$ cat config.mk
export PLATFORM = sky130hd
export DESIGN_NAME = htc_div
export DESIGN_NICKNAME = d
export VERILOG_FILES = /design/src/rtl/core/htc_pkg.sv /design/src/rtl/core/htc_div.sv
export SDC_FILE = /design/constraint.sdc
export NUM_CORES = 1
export LEC_CHECK = 0
export ABC_AREA = 0
export CORE_MARGIN = 5
export CORE_UTILIZATION = 65
export DETAILED_ROUTE_END_ITERATION = 16
export DONT_BUFFER_PORTS = 1
export HOLD_SLACK_MARGIN = 0.12
export PLACE_DENSITY = 0.86
export SLEW_MARGIN = 10
export SYNTH_ARGS = -nofsm -noshare
export SYNTH_HDL_FRONTEND = slang
export SYNTH_SLANG_ARGS = --single-unit
$ cat constraint.sdc
create_clock -name clk -period 8.7 [get_ports clk]
set_clock_uncertainty 0.2 [all_clocks]
set_input_delay 0 -clock clk [delete_from_list [all_inputs] [get_ports clk]]
set_output_delay 0 -clock clk [all_outputs]
set_load 0.05 [all_outputs]
$ cat src/rtl/core/htc_pkg.sv
`timescale 1ns / 1ps
package htc_pkg;

	typedef struct packed {
		logic [11:0][15:0] a;
		logic [3:0][31:0]  p;
	} vtx_t;

	typedef enum logic [3:0] {
		S_IDLE,
		S_LOAD,
		S_PSTART,
		S_PREV,
		S_RD,
		S_CUR,
		S_DEC,
		S_DIV,
		S_LERP,
		S_WCUR,
		S_ADV,
		S_PNEXT,
		S_EMCHK,
		S_EMRD,
		S_EMOUT
	} state_t;

	localparam int NUM_PLANES = 6;
	localparam logic [2:0] PLANE_LAST = 3'(NUM_PLANES - 1);
	// left, bottom, near test w + c; the others w - c
	localparam logic [5:0] PLANE_POS_MASK = 6'b011001;
	localparam logic [16:0] T_ONE = 17'h10000;
	localparam logic [2:0] MAX_TRIS = 3'd7;
	localparam logic [3:0] COMP_LAST = 4'd15;
	localparam logic [1:0] CORNER_FIRST = 2'd0;
	localparam logic [1:0] CORNER_SECOND = 2'd1;
	localparam logic [1:0] CORNER_CLIP = 2'd2;
	localparam logic [1:0] CORNER_IGNORE = 2'd3;
	localparam logic [1:0] SLOT_LAST = 2'd2;

	function automatic logic signed [33:0] plane_dist(input vtx_t v, input logic [2:0] pl);
		logic [1:0]         axis;
		logic signed [33:0] c;
		logic signed [33:0] w;
		axis = pl[2:1];
		c = 34'(signed'(v.p[axis]));
		w = 34'(signed'(v.p[3]));
		plane_dist = PLANE_POS_MASK[pl] ? (w + c) : (w - c);
	endfunction

endpackage

$ cat src/rtl/core/htc_div.sv
`timescale 1ns / 1ps
module htc_div import htc_pkg::*; (
	input  logic        clk,
	input  logic        arst_n,
	input  logic        start,
	input  logic [33:0] num,
	input  logic [34:0] den,
	output logic [16:0] t,
	output logic        done
);

	logic [34:0] rem_q;
	logic [34:0] den_q;
	logic [15:0] quo_q;
	logic [16:0] t_q;
	logic [4:0]  cnt_q;
	logic        run_q;
	logic        done_q;
	logic [35:0] rem2;
	logic        ge;
	logic [35:0] rem_sub;
	logic [15:0] quo_nx;

	always_comb begin
		rem2 = {rem_q, 1'b0};
		ge = rem2 >= {1'b0, den_q};
		rem_sub = rem2 - {1'b0, den_q};
		quo_nx = {quo_q[14:0], ge};
	end

	always_ff @(posedge clk or negedge arst_n) begin
		if (!arst_n) begin
			run_q <= 1'b0;
			done_q <= 1'b0;
			cnt_q <= '0;
		end else begin
			done_q <= 1'b0;
			if (start) begin
				if (den == '0 || {1'b0, num} >= den) begin
					done_q <= 1'b1;
				end else begin
					run_q <= 1'b1;
					cnt_q <= 5'd16;
				end
			end else if (run_q) begin
				cnt_q <= cnt_q - 5'd1;
				if (cnt_q == 5'd1) begin
					run_q <= 1'b0;
					done_q <= 1'b1;
				end
			end
		end
	end

	always_ff @(posedge clk) begin
		if (start) begin
			rem_q <= {1'b0, num};
			den_q <= den;
			quo_q <= '0;
			if (den == '0) begin
				t_q <= '0;
			end else if ({1'b0, num} >= den) begin
				t_q <= T_ONE;
			end
		end else if (run_q) begin
			rem_q <= ge ? rem_sub[34:0] : rem2[34:0];
			quo_q <= quo_nx;
			if (cnt_q == 5'd1) begin
				t_q <= {1'b0, quo_nx};
			end
		end
	end

	assign t = t_q;
	assign done = done_q;

endmodule

* Word-level counts from Yosys, hierarchy flattened
Cells that the tools add are included.
Storage, ports and cells: flip-flop bits (word level) 109, bits of input ports 72
Operators by class: add/sub/neg operators 2, $lt $le $gt $ge 2, eq/ne operators 3, multiplexer cells 19, reduce and logical (&&, ||, !) cells 6
Operators with widths (count):
- $mux 17 | 5
- $mux 34 | 2
- $ge 36x35->1 | 1
- $ge 34x35->1 | 1
- $logic_not 35->1 | 1
- $mux 35 | 1
- $sub 35x35->35 | 1
- $mux 5 | 3
- $mux 1 | 8
- $eq 5x1->1 const B | 1
- $sub 5x1->5 const B | 1
- $reduce_bool 2->1 | 2
- $ne 3x1->1 const B | 1
- $reduce_and 3->1 | 1
- $ne 2x2->1 const B | 1
- $reduce_and 2->1 | 1
- $logic_or 1x1->1 | 1

* Logic depth before layout (Yosys ltp)
word-level depth 4, depth in mapped cells 13, gate-level depth less buffers 12

* Worst setup path after synthesis
OpenSTA, ideal clock, no wires.
path type reg-to-reg, start point register rem_q[7], end point register rem_q[24] (data pin), data arrival time 2.706 ns, data required time 8.239 ns, setup slack 5.533 ns, cell stages (with the launch flop) 12, period minus slack after synthesis 3.167 ns, cell sequence edfxtp_1 -> ha_1 -> and3_1 -> and2_1 -> o311ai_1 -> o21ai_1 -> a21oi_1 -> nor3_1 -> nor4_4 -> or2_1 -> inv_2 -> a221o_1
Between the ends: longest elaborated chain between the ends 4, elaborated cells between the ends (all ways) 5
Ends and longest elaborated chain:
- start, declared | line htc_div.sv:12 | logic [34:0] rem_q;
- start signal, assigned | line htc_div.sv:57 | rem_q <= {1'b0, num};
- start signal, assigned | line htc_div.sv:66 | rem_q <= ge ? rem_sub[34:0] : rem2[34:0];
- $sub 35x35->35 / $ge 36x35->1 (equally long branches) | line htc_div.sv:27, htc_div.sv:26
- $mux 35 * | line htc_div.sv:66
- $mux 34 * | line htc_div.sv:65 | end else if (run_q) begin
- $mux 34 * | line htc_div.sv:56 | if (start) begin
Mark *: on every way between the ends. The rest lies on a longest branch, timed or not. The select of a mux whose other input is x is not followed. A chain may end at the register's enable or synchronous reset.

* Worst setup path after layout
start point input port den[7], end point register t_q[1], in the netlist t[1], enable pin
Between the ends: longest elaborated chain between the ends 3, elaborated cells between the ends (all ways) 4
Ends and longest elaborated chain:
- start, declared | line htc_div.sv:7 | input logic [34:0] den,
- $ge 34x35->1 / $logic_not 35->1 (equally long branches) | line htc_div.sv:62, htc_div.sv:60
- $ne 3x1->1 (no line) *
- $reduce_and 3->1 (no line) *
- end signal, assigned | line htc_div.sv:69 | t_q <= {1'b0, quo_nx};
- end, declared | line htc_div.sv:15 | logic [16:0] t_q;
Mark *: on every way between the ends. The rest lies on a longest branch, timed or not.

==> results.sh <==
export IMPL_max_cap_violations=0
export IMPL_slew_headroom_pct=45.3
export IMPL_hold_path_class="primary input to register"
export IMPL_r2r_cells=11
export IMPL_antenna_left=0
export IMPL_critPathArrivalTime_ns=4.06
export IMPL_final_cell_mix="dlygate4sd3_1 (105), edfxtp_1 (86), inv_1 (83)"
export IMPL_slowest_delay_ns=0.73
export IMPL_grt_max_degree=108
export IMPL_cts_tree="yes"
export IMPL_dp_slack_ns=4.97
export IMPL_clk_pin_slew_ns=0.12
export IMPL_hpwlAfterDp_mm=13.7
export IMPL_finalSetupTns_ns=0
export IMPL_drc_errors=0
export IMPL_drt_iter0_markers=697
export IMPL_postCtsHoldBufs=106
export IMPL_max_vdd_ir_drop_mv=0.222
export IMPL_core_mm2=0.0109
export IMPL_cp_slowest_cell="nor4_1"
export IMPL_finalSetupViolations=0
export IMPL_rsz0062_at_grt="false"
export IMPL_async_flop_share_pct=6.42
export IMPL_power_density_mw_per_mm2=280
export IMPL_vias=6366
export IMPL_layout_commonest_cell="dlygate4sd3_1"
export IMPL_stdcell_count=974
export IMPL_status="finished clean"
export IMPL_critPathRequiredTime_ns=8.61
export IMPL_slew_viol_final=0
export IMPL_dieHeight_um=115
export IMPL_synthCells=734
export IMPL_numCtsBuffers=9
export IMPL_post_route_min_period_ns=4.15
export IMPL_grt_total_usage_pct=34.1
export IMPL_cp_num_cells=11
export IMPL_fmax_mhz=241
export IMPL_io_pins=90
export IMPL_wl_per_cell_um=22.8
export IMPL_grt_overflow=0
export IMPL_nFillCells=654
export IMPL_gp_congestion=0.943
export IMPL_clk_latency_ns=0.41
export IMPL_drive_above_1_share_pct=4.68
export IMPL_cp_start_kind="primary input"
export IMPL_utilization_pct=79.2
export IMPL_synth_area_mm2=0.00723
export IMPL_path_cells="dlygate4sd3_1 > dlygate4sd3_1 > nor4_1 > nand4_1 > nor2_1 > a41oi_1 > o221ai_1 > dlygate4sd3_1 > nor2_1 > nor2_1 > buf_4"
export IMPL_syn2layout_area_growth_pct=19.2
export IMPL_worstMarginPinSlew_ns=0.821
export IMPL_cp_max_fo=16
export IMPL_hold_viol_final=0
export IMPL_dieArea_mm2=0.0133
export IMPL_end_kind="register"
export IMPL_total_leakage_power_nw=3.72
export IMPL_h_tree_depth=3
export IMPL_synth_main_ff_cell="edfxtp_1"
export IMPL_grt_pass1_wl_mm=34.9
export IMPL_firstDrtPassIters=7
export IMPL_syn_nets=878
export IMPL_place_inst=851
export IMPL_cts_resized=0
export IMPL_cts_sinks=109
export IMPL_num_rows=38
export IMPL_via_per_inst=6.54
export IMPL_cts_root_buf="clkbuf_8"
export IMPL_critPathKind="primary input to register"
export IMPL_initial_core_util_pct=66.4
export IMPL_antenna_found_initial=1
export IMPL_yosysUniqueCellTypes=60
export IMPL_min_path_cells=1
export IMPL_nets=972
export IMPL_ys_seq_elements=109
export IMPL_die_w_um=115
export IMPL_ys_seq_area_share_pct=42.6
export IMPL_synth_edf_count=86
export IMPL_avgSynthCellArea_um2=9.85
export IMPL_port_buffers=0
export IMPL_clockBufferDepth=2
export IMPL_critPathBufInv=4
export IMPL_yosysWarnings=0
export IMPL_post_cts_buffers=0
export IMPL_timing_final_crit_share_pct=47.7
export IMPL_grt_pass1_vias=6619
export IMPL_totalWireLength_mm=22.2
export IMPL_setup_ws_ns=4.55
export IMPL_crit_family="buffers and inverters"
## synth_stat cells, types with 6 or more instances
library cell / number / area share [%]
edfxtp_1: 86 / 36
inv_1: 83 / 4.3
ha_1: 71 / 12
a21oi_1: 50 / 3.5
nand2_1: 48 / 2.5
nor2_1: 32 / 1.7
a21o_1: 26 / 2.7
o21ai_0: 26 / 1.8
nand3_1: 22 / 1.5
clkbuf_1: 20 / 1.0
nor2b_1: 19 / 1.6
xor2_1: 18 / 2.2
xnor2_1: 17 / 2.1
dfxtp_1: 16 / 4.4
nand4_1: 15 / 1.3
mux2_2: 14 / 2.2
o311ai_0: 14 / 1.7
a31oi_1: 13 / 1.1
nor3_1: 13 / 0.90
mux2i_1: 12 / 1.7
and2_1: 10 / 0.86
nor4_1: 9 / 0.78
o21a_1: 8 / 0.83
dfrtp_1: 7 / 2.4
o211ai_1: 7 / 0.73
o31ai_1: 7 / 0.73
a211oi_1: 6 / 0.62
buf_2: 6 / 0.42
## flip-flops by register name, indices dropped and copies added, names as in the netlist
register  cells
cnt_q         5
den_q        35
done          1
quo_q        15
rem_q        35
run_q         1
t            17
## report_power, final
group          switching, W  internal (W)  total, W
registers          0.000110      0.000713  0.000823
clock network      0.000212      0.000117  0.000329
logic              0.000750      0.000516   0.00127
## worst register-to-register path: stages, from the launching register on
cell,delay [ns]
edfxtp_1,0.48
fa_1,0.47
nor2b_1,0.21
o2111ai_1,0.17
nor4bb_1,0.19
o21ai_1,0.47
a21oi_1,0.19
nor3_1,0.35
nor4_4,0.06
buf_4,0.27
a211oi_1,0.28
dlygate4sd3_1,0.58
## final timing paths
path                                start        end  slack [ns]
worst max-delay path               den[7]       t[1]        4.55
worst min-delay path              den[32]  den_q[32]        0.13
worst max register to register   den_q[0]   quo_q[0]        4.72
worst min register to register  quo_q[14]  quo_q[14]        0.34
max in group asynchronous          arst_n       done        7.79
min in group asynchronous          arst_n      run_q        0.26
## final cells by class
type	count	area, um2	share of cell area [%]
Multi-Input combinational cell	513	3730	43.2
Sequential cell	109	3080	35.7
Timing Repair Buffer	110	1110	12.9
Inverter	85	319	3.70
Tap cell	140	175	2.03
Clock buffer	9	124	1.44
Clock inverter	7	88.8	1.03
Antenna cell	1	2.50	0.0290
## through the flow
stage / area, um2 / power (W) / hold slack, ns
after floorplan: 7230 / 0.00171 / -0.496
after global placement: 7330 / 0.00192 / -0.495
after detailed placement: 7330 / 0.00196 / -0.495
after CTS: 8620 / 0.00234 / 0.120
after global routing: 8620 / 0.00256 / 0.127
final: 8620 / 0.00242 / 0.129
## cell families after synthesis
group	synth area share, %
buffers and inverters	5.92
and+or+nand+nor	14.1
muxes	3.84
AOI/OAI and AO/OA	16.7
xor gates and xnor gates	4.24
DFF	42.6
adders and majority gates	12.6
## per-layer routing
layer  wire length, um  up-vias  part of all wire (%)  track usage [%]
met5                 0        -                     0                0
met4               878        0                   4.0             12.9
met3              2150       86                   9.7             9.35
met2             10700      382                    48             57.1
met1              8430     3014                    38             42.4
li1                  -     2884                     -                -
Power figures use the tool's default switching activity.
