`config.mk`:
```
export PLATFORM = sky130hd
export DESIGN_NAME = htc_lerp
export DESIGN_NICKNAME = d
export VERILOG_FILES = /design/src/rtl/core/htc_pkg.sv /design/src/rtl/core/htc_lerp.sv
export SDC_FILE = /design/constraint.sdc
export NUM_CORES = 2
export LEC_CHECK = 0
export BUFFER_PORTS_ARGS = -buffer_cell sky130_fd_sc_hd__buf_4
export CORE_AREA = 2 2 382 384
export CTS_CLUSTER_DIAMETER = 30
export DETAILED_ROUTE_END_ITERATION = 10
export DIE_AREA = 0 0 384 386
export GPL_ROUTABILITY_DRIVEN = 0
export MAX_ROUTING_LAYER = met4
export PLACE_DENSITY_LB_ADDON = 0.2
export SYNTH_ARGS = -nofsm -noshare
export SYNTH_HDL_FRONTEND = slang
export SYNTH_SLANG_ARGS = --single-unit
```
`constraint.sdc`:
```
create_clock -name clk -period 12.5 [get_ports clk]
set_input_delay 1.875 -clock clk [delete_from_list [all_inputs] [get_ports clk]]
set_output_delay 1.875 -clock clk [all_outputs]
set_load 0.01 [all_outputs]
```
`src/rtl/core/htc_pkg.sv`:
```
`timescale 1ns / 1ps
package htc_pkg;

	typedef struct packed {
		logic [11:0][15:0] a;
		logic [3:0][31:0]  p;
	} vtx_t;

	typedef enum logic [3:0] {
		S_IDLE,
		S_LOAD,
		S_PSTART,
		S_PREV,
		S_RD,
		S_CUR,
		S_DEC,
		S_DIV,
		S_LERP,
		S_WCUR,
		S_ADV,
		S_PNEXT,
		S_EMCHK,
		S_EMRD,
		S_EMOUT
	} state_t;

	localparam int NUM_PLANES = 6;
	localparam logic [2:0] PLANE_LAST = 3'(NUM_PLANES - 1);
	// left, bottom, near test w + c; the others w - c
	localparam logic [5:0] PLANE_POS_MASK = 6'b011001;
	localparam logic [16:0] T_ONE = 17'h10000;
	localparam logic [2:0] MAX_TRIS = 3'd7;
	localparam logic [3:0] COMP_LAST = 4'd15;
	localparam logic [1:0] CORNER_FIRST = 2'd0;
	localparam logic [1:0] CORNER_SECOND = 2'd1;
	localparam logic [1:0] CORNER_CLIP = 2'd2;
	localparam logic [1:0] CORNER_IGNORE = 2'd3;
	localparam logic [1:0] SLOT_LAST = 2'd2;

	function automatic logic signed [33:0] plane_dist(input vtx_t v, input logic [2:0] pl);
		logic [1:0]         axis;
		logic signed [33:0] c;
		logic signed [33:0] w;
		axis = pl[2:1];
		c = 34'(signed'(v.p[axis]));
		w = 34'(signed'(v.p[3]));
		plane_dist = PLANE_POS_MASK[pl] ? (w + c) : (w - c);
	endfunction

endpackage

```
`src/rtl/core/htc_lerp.sv`:
```
`timescale 1ns / 1ps
module htc_lerp import htc_pkg::*; (
	input  logic        clk,
	input  logic        arst_n,
	input  logic        start,
	input  vtx_t        a,
	input  vtx_t        b,
	input  logic [16:0] t,
	output vtx_t        r,
	output logic        done
);

	logic [3:0]         j_q;
	logic               ph_q;
	logic               run_q;
	logic               done_q;
	logic signed [50:0] prod_q;
	vtx_t               r_q;
	logic signed [32:0] ca;
	logic signed [32:0] cb;
	logic signed [32:0] diff;
	logic signed [17:0] ts;
	logic signed [50:0] prod;
	logic signed [50:0] rnd;
	logic signed [32:0] res;
	logic [3:0]         ai;

	always_comb begin
		ai = j_q - 4'd4;
		if (j_q < 4'd4) begin
			ca = 33'(signed'(a.p[j_q[1:0]]));
			cb = 33'(signed'(b.p[j_q[1:0]]));
		end else begin
			ca = 33'(signed'(a.a[ai]));
			cb = 33'(signed'(b.a[ai]));
		end
		diff = cb - ca;
		ts = signed'({1'b0, t});
		prod = diff * ts;
		rnd = prod_q + 51'sd32768;
		res = ca + 33'(rnd >>> 16);
	end

	always_ff @(posedge clk or negedge arst_n) begin
		if (!arst_n) begin
			run_q <= 1'b0;
			done_q <= 1'b0;
			ph_q <= 1'b0;
			j_q <= '0;
		end else begin
			done_q <= 1'b0;
			if (start) begin
				run_q <= 1'b1;
				ph_q <= 1'b0;
				j_q <= '0;
			end else if (run_q) begin
				ph_q <= ~ph_q;
				if (ph_q) begin
					j_q <= j_q + 4'd1;
					if (j_q == COMP_LAST) begin
						run_q <= 1'b0;
						done_q <= 1'b1;
					end
				end
			end
		end
	end

	always_ff @(posedge clk) begin
		if (run_q) begin
			if (!ph_q) begin
				prod_q <= prod;
			end else if (j_q < 4'd4) begin
				r_q.p[j_q[1:0]] <= res[31:0];
			end else begin
				r_q.a[ai] <= res[15:0];
			end
		end
	end

	assign r = r_q;
	assign done = done_q;

endmodule

```
== Word level (Yosys, flattened, before mapping) ==
Cells that the tools add are included.

* Flip-flop bits (word level): 375
* Logic and storage cells: 72
* Output and inout bits: 321
* Input port bits: 660

* Add/subtract/negate cells: 5
* Muxes and demuxes: 29
* Bitwise gates (word level): 2
* Reduce and logical (&&, ||, !) cells: 8
* Equal/unequal tests: 1
* Magnitude comparators: 5
* $mul: 1

{| class="wikitable"
|+ Operator list
! operator !! count
|-
| $bwmux W192 || 1
|-
| $bmux W16 S4 || 2
|-
| $bmux W32 S2 || 2
|-
| $bwmux W128 || 1
|-
| $mux W32 || 3
|-
| $mux W33 || 2
|-
| $demux W16 S4 || 1
|-
| $demux W32 S2 || 1
|-
| $add A48 B17 Y48 const B || 1
|-
| $mul A33 B18 Y48 || 1
|-
| $mux W16 || 3
|-
| $sub A33 B33 Y33 || 1
|-
| $add A32 B32 Y32 || 1
|-
| $mux W4 || 3
|-
| $mux W1 || 10
|-
| $reduce_and A3 Y1 || 2
|-
| $lt A4 B5 Y1 const B || 1
|-
| $add A4 B1 Y4 const B || 1
|-
| $eq A4 B4 Y1 const B || 1
|-
| $ge A4 B1 Y1 const B || 1
|-
| $lt A4 B3 Y1 const B || 1
|-
| $reduce_and A2 Y1 || 2
|-
| $reduce_bool A2 Y1 || 2
|-
| $sub A4 B3 Y4 const B || 1
|-
| 4 further kinds || 6
|}

== Logic depth before layout (Yosys ltp) ==
* Depth after elaboration: 6
* Gate-level depth with buffers: 45
* Gate-level depth less buffers: 39

== Worst setup path after synthesis ==
No wires, ideal clock.

* Path type: input-to-reg
* Start point: input port b[240] (netlist name)
* End point: register prod_q[47] (data pin)
* Stages on the path: 38
* Setup time: 268 ps
* Data arrival time: 10382 ps
* Setup slack: 1850 ps
* Cells stage by stage: mux4_2 > nand2_1 > nand2_1 > a221o_1 > o21ai_0 > ha_1 > inv_1 > fa_1 > a211o_1 > o211ai_1 > a211o_1 > a21oi_1 > or2_1 > a41oi_1 > nand2_1 > xor2_1 > buf_4 > and2_1 > [2 not listed] > fa_1 > inv_1 > fa_1 > inv_1 > fa_1 > fa_1 > fa_1 > inv_1 > ha_1 > and3_1 > and2_1 > a221oi_1 > nor2b_1 > a211oi_2 > o21ai_1 > a31oi_1 > xnor2_1 > xnor3_1

* Longest elaborated chain between the ends: 5

{| class="wikitable"
|+ RTL lines
! item !! RTL line !! text
|-
| start: declaration || htc_lerp.sv:7 || <nowiki>input vtx_t b,</nowiki>
|-
| $bmux W16 S4 || htc_lerp.sv:35 || <nowiki>cb = 33'(signed'(b.a[ai]));</nowiki>
|-
| $mux W16 (not written as such) || htc_lerp.sv:35 ||
|-
| $mux W33 || htc_lerp.sv:30 || <nowiki>if (j_q < 4'd4) begin</nowiki>
|-
| $sub A33 B33 Y33 || htc_lerp.sv:37 || <nowiki>diff = cb - ca;</nowiki>
|-
| $mul A33 B18 Y48 || htc_lerp.sv:39 || <nowiki>prod = diff * ts;</nowiki>
|-
| net prod[47] || htc_lerp.sv:23 || <nowiki>logic signed [50:0] prod;</nowiki>
|-
| end signal: assignment || htc_lerp.sv:72 || <nowiki>prod_q <= prod;</nowiki>
|-
| end: declaration || htc_lerp.sv:17 || <nowiki>logic signed [50:0] prod_q;</nowiki>
|}

The timed path passes the listed nets, and every way through them passes these cells. The select of a mux whose other input is x is not followed.
A chain may end at the register's enable or synchronous reset.

== Final worst setup path ==
* Start point: input port b[176] (netlist name)
* End point: register prod_q[25] (data pin)

Same word-level chain as after synthesis.

==> results.sh <==
export IMPL_status="finished clean"
export IMPL_synth_edf_count=353
export IMPL_syn_nets=5027
export IMPL_cp_arrival_ns=11.78
export IMPL_row_count=140
export IMPL_die_w_um=384
export IMPL_io_buffer_count=980
export IMPL_syn_avg_cell_area_um2=10.8
export IMPL_multiInputGateArea_um2=25600
export IMPL_htree_levels=2
export IMPL_final_setup_tns_ns=0
export IMPL_path_clk_slew_ns=0.05
export IMPL_hold_depth=1
export IMPL_grt_pass1_vias=32860
export IMPL_cp_common_cell="fa_1"
export IMPL_hp_class="register to register"
export IMPL_synth_top_flop_cell="edfxtp_1"
export IMPL_finalSetupViolCount=0
export IMPL_area_growth_pct=31.3
export IMPL_post_route_drc_count=0
export IMPL_synth_area_um2=39500
export IMPL_clock_latency_ns=0.66
export IMPL_drive_gt1_share_pct=30.7
export IMPL_yosys_warnings=0
export IMPL_floorplan_io_pins=981
export IMPL_met1_usage_pct=30.3
export IMPL_nFillCells=14632
export IMPL_cp_end_kind="register"
export IMPL_grt_usage_pct=23.0
export IMPL_synth_seq_cells=360
export IMPL_fin_crit_ns=11.45
export IMPL_cp_num_buf_inv=6
export IMPL_slowest_delay_ns=0.56
export IMPL_tightest_slew_ns=1.13
export IMPL_cpMaxStageDelayCell="fa_1"
export IMPL_start_util_pct=27.3
export IMPL_hold_viol_final=0
export IMPL_coreArea_um2=145000
export IMPL_wl_um=169000
export IMPL_crit_family="adder cells"
export IMPL_cts_buffer_depth=3
export IMPL_gr_total_overflow=0
export IMPL_fin_nets=5995
export IMPL_dr_total_vias=31777
export IMPL_syn_inst=3668
export IMPL_relSlewSlack_pct=24.5
export IMPL_ff_latch_area_um2=10800
export IMPL_r2r_cells=37
export IMPL_grt_start_max_net_pins=42
export IMPL_grtUsageMet2_pct=36.7
export IMPL_crit_type="primary input to register"
export IMPL_critPathMaxFanout=6
export IMPL_first_pass_iters=6
export IMPL_grt_antenna_before_repair=26
export IMPL_postCtsSetupRepairBufs=0
export IMPL_numCtsBuffers=60
export IMPL_first_iter_violations=2370
export IMPL_rsz0062_at_grt="no"
export IMPL_via_per_inst=4.80
export IMPL_cts_sinks=360
export IMPL_antenna_left=0
export IMPL_post_dp_hpwl_um=138000
export IMPL_maxSlewViolCount=0
export IMPL_synthArstFlopShare_pct=1.94
export IMPL_skew_ns=0.0638
export IMPL_wire_per_inst_um=25.6
export IMPL_path_depth=38
export IMPL_fin_crit_sh_pct=91.6
export IMPL_busiest_layer="met2"
export IMPL_start_kind="primary input"
export IMPL_cts_resized=0
export IMPL_ctsHoldBuffers=0
export IMPL_cts_tree="built"
export IMPL_cap_violations=0
export IMPL_timing_fmax_mhz=87.3
export IMPL_seq_area_frac_synth_pct=27.3
export IMPL_cts_root_buf="clkbuf_16"
export IMPL_grt_pass1_wl_um=239000
export IMPL_dieArea_um2=148000
export IMPL_yosys_cell_types_count=79
export IMPL_required_ns=12.83
export IMPL_globalRouteMet3Util_pct=5.07
export IMPL_die_y_um=386
[cell type report]
| type | instances | share of cell area [%] |
|---|---|---|
| inverter | 662 | 4.80 |
| clock buffer | 63 | 2.92 |
| multi-input combinational | 2452 | 49.5 |
| tap | 1917 | 4.63 |
| antenna | 19 | 0.0918 |
| timing repair buffer | 1100 | 16.1 |
| clock inverter | 51 | 1.19 |
| sequential | 360 | 20.8 |
[Yosys cell counts (32+ instances only)]
library cell | n | area (um^2)
edfxtp_1 | 353 | 10600
xnor2_1 | 92 | 806
a21oi_1 | 90 | 450
nand2b_1 | 43 | 269
nor2_1 | 118 | 443
nand2_1 | 475 | 1780
nand4_1 | 32 | 200
and2_1 | 254 | 1590
mux2i_1 | 35 | 350
a21o_1 | 33 | 248
fa_1 | 516 | 10300
nand3_1 | 50 | 250
ha_1 | 183 | 2290
o21ai_0 | 50 | 250
inv_1 | 659 | 2470
mux4_2 | 160 | 3600
clkbuf_1 | 157 | 589
[kinds of logic (layout without fill, tap and decap cells)]
family	Yosys count	in the layout	synth area share [%]
DFF	360	360	27.3
muxes	209	209	10.4
and+or+nand+nor	1065	1065	13.0
AOI/OAI and AO/OA	357	357	6.17
xor gates and xnor gates	122	122	2.78
other	0	19	0
buffers and inverters	856	1876	8.30
adders and majority gates	699	699	32.0
[registers in the layout, indices dropped and copies added (netlist names)]
signal and count:
done 1, j_q 4, ph_q 1, prod_q 33, r 320, run_q 1
[per-stage QoR]
| stage | worst slack [ns] | util (%) | hold WS [ns] | cell area, um^2 | instances |
|---|---|---|---|---|---|
| after CTS | 1.01 | 35.8 | 0.552 | 51800 | 6605 |
| after global placement | 0.435 | 34.3 | 0.531 | 49600 | 6491 |
| after detailed placement | 0.419 | 34.3 | 0.540 | 49600 | 6491 |
| after global routing | 0.434 | 35.8 | 0.584 | 51800 | 6617 |
| after floorplan | 1.85 | - | 0.498 | 39500 | 3668 |
| final | 1.05 | 35.8 | 0.552 | 51800 | 6624 |
[final timing paths]
| kind | start | end | slack [ns] |
|---|---|---|---|
| max in group asynchronous | arst_n | j_q[0] | 11.28 |
| hold reg to reg | run_q | run_q | 0.55 |
| setup reg to reg | j_q[0] | prod_q[47] | 1.22 |
| min in group asynchronous | arst_n | run_q | 1.04 |
| hold / removal | run_q | run_q | 0.55 |
| setup / recovery | b[176] | prod_q[25] | 1.05 |
[worst register-to-register path, delay by kind of cell (launching register included)]
kind / cells / cell delay [ns]
AOI/OAI and AO/OA: 14 / 3.38
adders and majority gates: 8 / 3.74
xor gates and xnor gates: 2 / 0.37
buffers and inverters: 6 / 0.98
muxes: 2 / 1.03
DFF: 1 / 0.85
and+or+nand+nor: 5 / 0.71
[routing by layer]
metal | routed length [um] | share of wire [%] | up-vias
li1 | - | - | 14020
met1 | 72700 | 43 | 16392
met2 | 80100 | 47 | 1235
met3 | 14000 | 8.2 | 130
met4 | 2660 | 1.6 | 0
met5 | 0 | 0 | -
[cells in the final DEF, fill, tap and decap left out, types with 20 or more instances in the layout]
cell type  instances
a21o_1            33
a21oi_1           88
a31oi_1           26
and2_1           254
buf_4           1095
clkbuf_16         60
edfxtp_1         353
fa_1             516
ha_1             182
inv_1            659
mux2i_1           35
mux4_2           160
nand2_1          475
nand2b_1          43
nand3_1           50
nand4_1           32
nor2_1           115
nor2b_1           20
o21ai_0           50
xnor2_1           79
xor2_1            24
Power is left out: the tool's default activity adds up to more than one toggle a clock period on the data nets, which glitch-free logic cannot reach.
