### config.mk
export PLATFORM = sky130hd
export DESIGN_NAME = htc_ram
export DESIGN_NICKNAME = d
export VERILOG_FILES = /design/src/rtl/core/htc_ram.sv
export SDC_FILE = /design/constraint.sdc
export NUM_CORES = 1
export LEC_CHECK = 0
export BUFFER_PORTS_ARGS = -buffer_cell sky130_fd_sc_hd__buf_2
export CAP_MARGIN = 30
export CORE_ASPECT_RATIO = 1.1
export CORE_UTILIZATION = 50
export DETAILED_ROUTE_END_ITERATION = 7
export GPL_TIMING_DRIVEN = 1
export MAX_ROUTING_LAYER = met4
export PLACE_DENSITY = 0.7
export SETUP_SLACK_MARGIN = 0.02
export SYNTH_ARGS = -nofsm -noshare
export SYNTH_HDL_FRONTEND = slang
export SYNTH_SLANG_ARGS = --single-unit
### constraint.sdc
create_clock -name clk -period 1.7 [get_ports clk]
set_input_delay 0.17 -clock clk [delete_from_list [all_inputs] [get_ports clk]]
set_output_delay 0.17 -clock clk [all_outputs]
set_load 0.005 [all_outputs]
### src/rtl/core/htc_ram.sv
`timescale 1ns / 1ps
module htc_ram #(
	parameter int WIDTH = 8,
	parameter int DEPTH = 16
) (
	input  logic                     clk,
	input  logic                     we,
	input  logic [$clog2(DEPTH)-1:0] waddr,
	input  logic [WIDTH-1:0]         wdata,
	input  logic [$clog2(DEPTH)-1:0] raddr,
	output logic [WIDTH-1:0]         rdata
);

	logic [WIDTH-1:0] mem [DEPTH];
	logic [WIDTH-1:0] rdata_q;

	always_ff @(posedge clk) begin
		if (we) begin
			mem[waddr] <= wdata;
		end
		rdata_q <= mem[raddr];
	end

	assign rdata = rdata_q;

endmodule

; Word-level counts from Yosys, hierarchy flattened
; Memory sizes are Yosys's and may differ from the RTL's. A register that Yosys moved wholly into a read port is not among the register bits.
; Cells that the tools add are included.
[word_totals]
inputBits = 18
latch_bits = 0
wordCells = 3
n_memories = 1
out_inout_bits = 8
regBits = 0
ram_bits = 128
rom_bits = 0
[memory_table]
columns = name, depth, width, read_ports, rd_clocked_by_memory_dff, write_ports, line_no
row1 = mem, 16, 8, 1, 1, 1, 14  ; logic [WIDTH-1:0] mem [DEPTH];
[classes]
reduce_logical = 0
n_lt_le_gt_ge = 0
n_eq_ne = 0
n_mul = 0
mux = 2
n_div = 0
n_shift = 0
bitwise_logic = 0
n_addsub = 0
[op_table]
columns = op, n
row1 = $mux W1, 2

; Depth between registers and ports, before layout
; Gate-level depths: netlist of the first run.
[logic_depth]
ltp_word = 2
depth_mapped = 5
ltp_nobuf = 3

; Least setup slack after synthesis of the first run
; No wires, ideal clock.
[synth_path]
kind = input to register
startpoint = input waddr[2]
endpoint = memory mem[0][0] (enable)
setup_ns = 0.383
arrival_ns = 1.280
n_path_buf = 0
stages = 2
required_ns = 1.317
path_slack_ns = 0.037
path_cell_list = or3b_2 > nor3_1
[synth_rtl]
columns = element, line_no
row1 = start: declaration, 8  ; input logic [$clog2(DEPTH)-1:0] waddr,
row2 = end: declaration, 14
; No word-level cell before the write port.

==> results of run 1 <==
-- synth_stat cells --
cell type / number / share of area [%]
dfxtp_1: 8 / 3.1
edfxtp_1: 128 / 75
mux4_1: 14 / 7.1
clkdlybuf4s25_2: 3 / 0.58
a22oi_1: 16 / 2.3
and2_1: 1 / 0.12
buf_4: 1 / 0.15
nor3_1: 4 / 0.39
and2b_1: 1 / 0.15
mux4_2: 18 / 7.9
nor2b_1: 1 / 0.12
or3b_2: 1 / 0.17
nand2b_1: 2 / 0.24
buf_2: 3 / 0.29
buf_6: 3 / 0.66
nand3_1: 1 / 0.097
nand3b_1: 2 / 0.29
nand2_1: 9 / 0.66
nor2_1: 13 / 0.95
-- worst paths after layout --
check,end,slack (ns),startpoint,depth (start not counted)
worst min-delay path,mem[12][2]$_DFFE_PP_,0.04,wdata[2],1
worst max-delay path,rdata[1]$_DFF_P_,0.33,mem[0][1]$_DFFE_PP_,3
worst min register to register,rdata[5]$_DFF_P_,0.67,mem[15][5]$_DFFE_PP_,3
worst max register to register,rdata[1]$_DFF_P_,0.33,mem[0][1]$_DFFE_PP_,3
-- critical path, stage by stage (launching register included) --
cell and delay, ns:
edfxtp_1 0.37, mux4_1 0.51, a22oi_1 0.30, nand2_1 0.08
-- state kept, by name, indices dropped and copies added (netlist names) --
register  flops
mem         128
rdata         8
-- per-layer routing --
layer	routed length (µm)	global-route usage (%)	part of all wire (%)
met5	0	-	0
met4	127	6.716	1.4
met3	340	4.848	3.7
met2	4826	32.22	53
met1	3845	24.59	42
-- power by group --
part           switching (mW)  internal [mW]  total (mW)  leakage [nW]
Combinational           0.190          0.162       0.352         0.615
Sequential             0.0207           3.75        3.77          1.22
Clock                    1.23           2.34        3.57         0.296
-- layout make-up --
| cell class | count | area, µm² |
|---|---|---|
| clock buffers | 23 | 466.7 |
| clock inverters | 9 | 123.9 |
| fillers | 649 | 3780 |
| multi-input cells | 83 | 1057 |
| flip-flops and latches | 136 | 4004 |
| well taps | 120 | 150.1 |
| repair buffers | 49 | 355.3 |
-- through the flow --
stage               std cells  utilization (%)  worst slack (ns)  area [µm²]  hold slack [ns]
global placement          388            56.02            0.1131        5567           0.5485
floorplan                 229                -           0.03713        5147           0.2689
detailed placement        388            56.02           0.07849        5567           0.5499
global route              420            61.96            0.2831        6157          0.03865
finish                    420            61.96            0.3282        6157          0.03566
CTS                       420            61.96            0.3238        6157          0.02297
-- logic make-up (layout without fill, tap and decap cells) --
logic type      count (synthesis)  after routing  share of synthesized area (%)
compound gates                 16             16                          2.334
buf+inv                        10             81                          1.677
flops                         136            136                          77.78
mux                            32             32                          15.02
simple gates                   35             35                          3.184
==> results.json, run 1 <==
{
  "fp.dieH_um": 108.4,
  "via_per_inst": 5.798,
  "crit_fanout": 1,
  "num_rows": 38,
  "arrival_ns": 1.76,
  "drc": 0,
  "cap_violations": 0,
  "avgRoutedWirePerCell_um": 21.76,
  "drive_gt1_share_pct": 32.33,
  "worstSkewPairLatency_ns": 0.51,
  "max-vdd-ir-drop_v": 0.0005526,
  "synth_warnings": 0,
  "syn_area_um2": 5147,
  "grt_pass1_wl_um": 14360,
  "yosysSeqAreaShare_pct": 77.78,
  "status": "finished clean",
  "dp_hpwl_um": 6176,
  "antenna_cells": 0,
  "syn2layout_area_growth_pct": 19.62,
  "final_common_cell": "edfxtp_1",
  "slew_viol_final": 0,
  "power_density_nw_per_um2": 1249,
  "clk_pin_slew_ns": 0.06,
  "synth_cells": 229,
  "mostFrequentLayoutCells": "edfxtp_1, buf_2, buf_4",
  "finalHoldViolations": 0,
  "cts_tree": "built",
  "dr.pass1.iters": 4,
  "ios": 26,
  "dieArea_um2": 10700,
  "gp_congestion": 0.7266,
  "die_w_um": 98.74,
  "synth_nets": 247,
  "vias": 2435,
  "grt_max_degree": 22,
  "ant_nets": 0,
  "power.static_leakage_nw": 2.135,
  "grt_pass1_vias": 2533,
  "finalSetupViolCount": 0,
  "overflow": 0,
  "cts_hold_buf": 0,
  "ys_types": 19,
  "htreeDepth": 4,
  "period_minus_slack_ns": 1.372,
  "postCtsSetupBuffers": 0,
  "period_share_pct": 80.69,
  "cp.required_ns": 2.09,
  "wl_um": 9139,
  "antenna_found_initial": 0,
  "tns_ns": 0,
  "initial_core_util_pct": 51.80,
  "fmax_ghz": 0.7290,
  "hold_path_class": "in -> reg",
  "slew_headroom_pct": 75.63,
  "grt_usage_pct": 19.79,
  "cts_made_buffers": 17,
  "cts-resized-gates": 0,
  "cts_sinks": 136,
  "worst_pin_slew_ns": 0.3656,
  "nets": 305,
  "path_class": "reg -> reg",
  "final.setup_skew_ns": 0.008698,
  "yosys_register_bits": 136,
  "cts.path.max_buffers": 2,
  "drt_iter0_markers": 181,
  "core_um2": 9937,
  "portBuffers": 25,
  "syn_area_per_cell_um2": 22.48,
  "endpoint_kind": "flip-flop",
  "root_buffer": "clkbuf_8",
  "rsz0062_at_grt": "no",
  "p_total_mw": 7.693,
  "start_kind": "flip-flop"
}
(Power assumes the default switching activity.)
==> run 2, diff against run 1 <==
--- a/config.mk
+++ b/config.mk
@@ -12,7 +12,7 @@
 export DETAILED_ROUTE_END_ITERATION = 7
 export GPL_TIMING_DRIVEN = 1
 export MAX_ROUTING_LAYER = met4
-export PLACE_DENSITY = 0.7
+export PLACE_DENSITY = 0.67
 export SETUP_SLACK_MARGIN = 0.02
 export SYNTH_ARGS = -nofsm -noshare
 export SYNTH_HDL_FRONTEND = slang
==> constraint.sdc (replaced) <==
create_clock -name clk -period 1.4 [get_ports clk]
set_input_delay 0.14 -clock clk [delete_from_list [all_inputs] [get_ports clk]]
set_output_delay 0.14 -clock clk [all_outputs]
set_load 0.005 [all_outputs]
==> run 2 against run 1 <==
Net effect: final cell count rose by 1.9%; flip-flop and latch count is the same; wire length increased by 9.7%; register-to-register slack worse by 0.28 ns; die area is the same; sequential power is 21% higher; critical endpoint unchanged; largest cell class unchanged.
==> results.json, run 2 (same netlist as run 1, synthesis figures left out) <==
{
  "via_per_inst": 5.855,
  "overflow": 0,
  "endpoint_kind": "flip-flop",
  "met2_usage_pct": 34.07,
  "core_um2": 9937,
  "worstReg2RegStart": "mem[9][1]$_DFFE_PP_",
  "final_util_pct": 63.17,
  "crit_fanout": 1,
  "avgRoutedWirePerCell_um": 23.42,
  "grt.met3_usage_pct": 5.042,
  "ant_nets": 0,
  "cts_made_buffers": 17,
  "htreeDepth": 4,
  "largest_register_ffs": 128,
  "root_buffer": "clkbuf_8",
  "cp.required_ns": 1.79,
  "max-vdd-ir-drop_v": 0.001058,
  "initial_core_util_pct": 51.80,
  "final_cells": 428,
  "grt_pass1_wl_um": 15370,
  "numPlacedInstances": 394,
  "num_rows": 38,
  "dp_hpwl_um": 6458,
  "final_common_cell": "edfxtp_1",
  "final.setup_skew_ns": 0.005081,
  "power.static_leakage_nw": 2.163,
  "drc": 0,
  "syn2layout_area_growth_pct": 21.95,
  "cts_sinks": 136,
  "grt_pass1_vias": 2638,
  "seq_area_um2": 4004,
  "postCtsSetupBuffers": 0,
  "start_kind": "flip-flop",
  "worst_pin_slew_ns": 0.8208,
  "mostFrequentLayoutCells": "edfxtp_1, buf_4, buf_2",
  "dr.pass1.iters": 4,
  "clk_pin_slew_ns": 0.06,
  "finalSetupViolCount": 0,
  "wl_um": 10020,
  "dieArea_um2": 10700,
  "regMostFlops": "mem",
  "gp_congestion": 0.7380,
  "pre_cts_slack_ns": -0.1701,
  "use_met1_pct": 27.67,
  "cts.path.max_buffers": 2,
  "antenna_cells": 0,
  "worstSkewPairLatency_ns": 0.51,
  "drive_gt1_share_pct": 36.69,
  "fmax_ghz": 0.7423,
  "power_density_nw_per_um2": 1531,
  "ios": 26,
  "antenna_found_initial": 0,
  "nets": 313,
  "finalHoldViolations": 0,
  "fp.dieH_um": 108.4,
  "arrival_ns": 1.74,
  "grt_max_degree": 17,
  "hold_path_class": "in -> reg",
  "period_minus_slack_ns": 1.347,
  "die_w_um": 98.74,
  "vias": 2506,
  "gr-max-usage-layer": "met2",
  "drt_iter0_markers": 214,
  "hold_start": "wdata[3]",
  "cts_tree": "built",
  "slew_viol_final": 0,
  "crit_start": "mem[9][1]$_DFFE_PP_",
  "multi_input_comb_area_um2": 1085,
  "holdWs_ns": 0.02039,
  "rsz0062_at_grt": "no",
  "cap_violations": 0,
  "grt_usage_pct": 21.58,
  "period_share_pct": 96.22,
  "path_class": "reg -> reg",
  "nFillCells": 678,
  "slew_headroom_pct": 45.17,
  "portBuffers": 25,
  "worst_slack_ns": 0.05292,
  "status": "finished clean"
}
[run 2: changes by cell type in the layout (fill, tap and decap cells not counted), sizes merged]
cell / change
buf: +6
bufinv: +1
clkbuf: -3
clkinv: -3
clkinvlp: +4
dlygate4sd3: +2
inv: +1
[run 2: worst max-delay path, stage by stage, from the launching register on]
cell,delay [ns]
edfxtp_1,0.38
mux4_1,0.53
a22oi_2,0.25
nand2_1,0.07
[run 2: where the power goes]
part           internal, mW  switching [mW]  leakage (nW)
sequential             4.55          0.0312          1.22
clock                  2.98            1.58         0.291
combinational         0.215           0.250         0.648
total                  7.75            1.86          2.16
[run 2: layout make-up]
type	instances	share of cell area (%)
repair buffers	57	6.697
clock inverters	12	2.751
well taps	120	2.392
flip-flops and latches	136	63.78
multi-input cells	83	17.28
clock buffers	20	7.096
[run 2: worst paths after layout]
check                                            to  slack, ns  cells past startpoint
worst max-delay path               rdata[1]$_DFF_P_       0.05                      3
worst min-delay path            mem[6][3]$_DFFE_PP_       0.02                      1
worst max register to register     rdata[1]$_DFF_P_       0.05                      3
worst min register to register     rdata[7]$_DFF_P_       0.67                      3
[run 2: timing repair]
action / CTS / global route
gates cloned: 0 / 0
resized for setup: 2 / 6
endpoints found under the setup margin: 2 / 6
hold buffers: 2 / 0
pin swaps: 0 / 0
hold endpoints to repair: 32 / 0
[run 2: metrics by stage]
step | area, µm² | setup TNS (ns) | power (mW)
2_1_floorplan | 5152 | -0.1473 | 4.889
3_3_place_gp | 5617 | -1.100 | 5.101
3_5_place_dp | 5617 | -1.229 | 5.113
4_1_cts | 6256 | 0 | 9.684
5_1_grt | 6277 | 0 | 9.892
6_report | 6277 | 0 | 9.609
[run 2: routing by layer]
metal	up-vias	routed length (µm)
met2	94	5188
li1	1105	-
met5	-	0
met4	0	49
met3	5	589
met1	1302	4195
==> run 3, diff against run 2 <==
--- a/config.mk
+++ b/config.mk
@@ -5,7 +5,7 @@
 export SDC_FILE = /design/constraint.sdc
 export NUM_CORES = 1
 export LEC_CHECK = 0
-export BUFFER_PORTS_ARGS = -buffer_cell sky130_fd_sc_hd__buf_2
+export BUFFER_PORTS_ARGS = -buffer_cell sky130_fd_sc_hd__clkbuf_2
 export CAP_MARGIN = 30
 export CORE_ASPECT_RATIO = 1.1
 export CORE_UTILIZATION = 50
==> run 3 against run 2 <==
Net effect: core utilization decreased by 0.30 points; sequential share of layout area grew 0.31 points; sequential power is essentially flat; clock-buffer cell count is 1 lower.
==> results.json, run 3 (same netlist as run 1, synthesis figures left out) <==
{
  "portBuffers": 25,
  "dr.max_layer_used": "met4",
  "rsz0062_at_grt": "yes",
  "ios": 26,
  "finalSetupViolCount": 0,
  "vias": 2520,
  "initial_core_util_pct": 51.80,
  "worst_pin_slew_ns": 0.8869,
  "rr_endpoint": "rdata[1]$_DFF_P_",
  "ant_nets": 0,
  "period_share_pct": 93.46,
  "largest_register_ffs": 128,
  "dp_hpwl_um": 6457,
  "timing.critical_path.to": "rdata[1]$_DFF_P_",
  "num_rows": 38,
  "dieArea_um2": 10700,
  "nFillCells": 665,
  "overflow": 0,
  "wl_met2_um": 5122,
  "via_per_inst": 5.902,
  "crit_start": "mem[9][1]$_DFFE_PP_",
  "period_minus_slack_ns": 1.308,
  "syn2layout_area_growth_pct": 21.37,
  "power_density_nw_per_um2": 1545,
  "cts_hold_buf": 0,
  "endpoint_kind": "flip-flop",
  "cap_violations": 0,
  "grt_pass1_vias": 2702,
  "cp.required_ns": 1.80,
  "fp.dieH_um": 108.4,
  "max-vdd-ir-drop_v": 0.0008899,
  "mostFrequentLayoutCells": "edfxtp_1, buf_4, clkbuf_2",
  "holdWs_ns": 0.05505,
  "htreeDepth": 4,
  "dr.pass1.iters": 5,
  "drive_gt1_share_pct": 36.16,
  "worstReg2RegStart": "mem[9][1]$_DFFE_PP_",
  "cts_tree": "built",
  "cts.path.max_buffers": 2,
  "tns_ns": 0,
  "wl_um": 9983,
  "die_w_um": 98.74,
  "crit_fanout": 1,
  "postLayoutCellArea_um2": 6247,
  "avgRoutedWirePerCell_um": 23.38,
  "met1Wirelength_um": 4171,
  "antenna_found_initial": 0,
  "pre_cts_slack_ns": -0.1697,
  "power.static_leakage_nw": 2.172,
  "drc": 0,
  "grt_max_degree": 24,
  "seq_area_um2": 4004,
  "hold_path_class": "in -> reg",
  "drt_iter0_markers": 163,
  "cts_made_buffers": 17,
  "path_class": "reg -> reg",
  "slew_viol_final": 0,
  "status": "finished clean",
  "root_buffer": "clkbuf_8",
  "r2r.worst_path.cells": 3,
  "antenna_cells": 0,
  "finalHoldViolations": 0,
  "grt_pass1_wl_um": 15260,
  "placed_area_um2": 5612,
  "cts_sinks": 136,
  "nets": 312,
  "start_kind": "flip-flop",
  "core_um2": 9937,
  "grt_usage_pct": 21.48,
  "clk_pin_slew_ns": 0.06,
  "regMostFlops": "mem",
  "reg2reg_setup_slack_ns": 0.09,
  "arrival_ns": 1.71,
  "final_common_cell": "edfxtp_1",
  "final.setup_skew_ns": 0.009412,
  "worst_slack_ns": 0.09151,
  "dr_wl_met3_um": 512,
  "worstSkewPairLatency_ns": 0.52,
  "hold_start": "wdata[3]",
  "gp_congestion": 0.7935,
  "multi_input_comb_area_um2": 1074,
  "slew_headroom_pct": 40.65,
  "fmax_ghz": 0.7642,
  "final_util_pct": 62.87
}
## run 3: cell types whose count changed in the layout (fill, tap and decap cells not counted), sizes merged
cell / delta
inv: +2
dlygate4sd3: -2
clkinvlp: -2
clkinv: +1
buf: -24
clkbuf: +24
## run 3: area by class of cell
cell class | instances | area share (%)
Sequential cell | 136 | 64.09
Multi-Input combinational cell | 83 | 17.18
Tap cell | 120 | 2.403
Timing Repair Buffer | 56 | 6.329
Clock buffer | 19 | 6.910
Clock inverter | 13 | 3.084
## run 3: stage by stage
step,cells,power [mW]
after detailed placement,395,5.113
final,427,9.654
after global routing,427,9.934
after global placement,395,5.097
after CTS,427,9.724
after floorplan,229,4.889
## run 3: worst min path at each step
stage                                end  cells past startpoint
floorplan            mem[0][0]$_DFFE_PP_                      0
global placement                rdata[5]                      1
detailed placement              rdata[6]                      1
CTS                  mem[4][3]$_DFFE_PP_                      1
global route        mem[15][3]$_DFFE_PP_                      1
finish               mem[4][3]$_DFFE_PP_                      1
## run 3: power breakdown
group / switching (mW) / total, mW / internal [mW]
sequential: 0.0308 / 4.58 / 4.55
clock: 1.66 / 4.62 / 2.96
combinational: 0.247 / 0.449 / 0.202
## run 3: timing repair
item | 4_1_cts | 5_1_grt
setup buffers | 0 | 0
setup endpoints to repair | 0 | 3
gates resized for setup | 0 | 4
## run 3: critical path, stage by stage (launching register included)
cell	delay [ns]
edfxtp_1	0.36
mux4_1	0.54
a22oi_2	0.24
nand2_1	0.07
## run 3: metal layers
| layer | GRT usage [%] | up-vias |
|---|---|---|
| met3 | 5.430 | 17 |
| met4 | 9.382 | 0 |
| met5 | - | - |
| met2 | 33.72 | 107 |
| li1 | - | 1103 |
| met1 | 26.79 | 1293 |
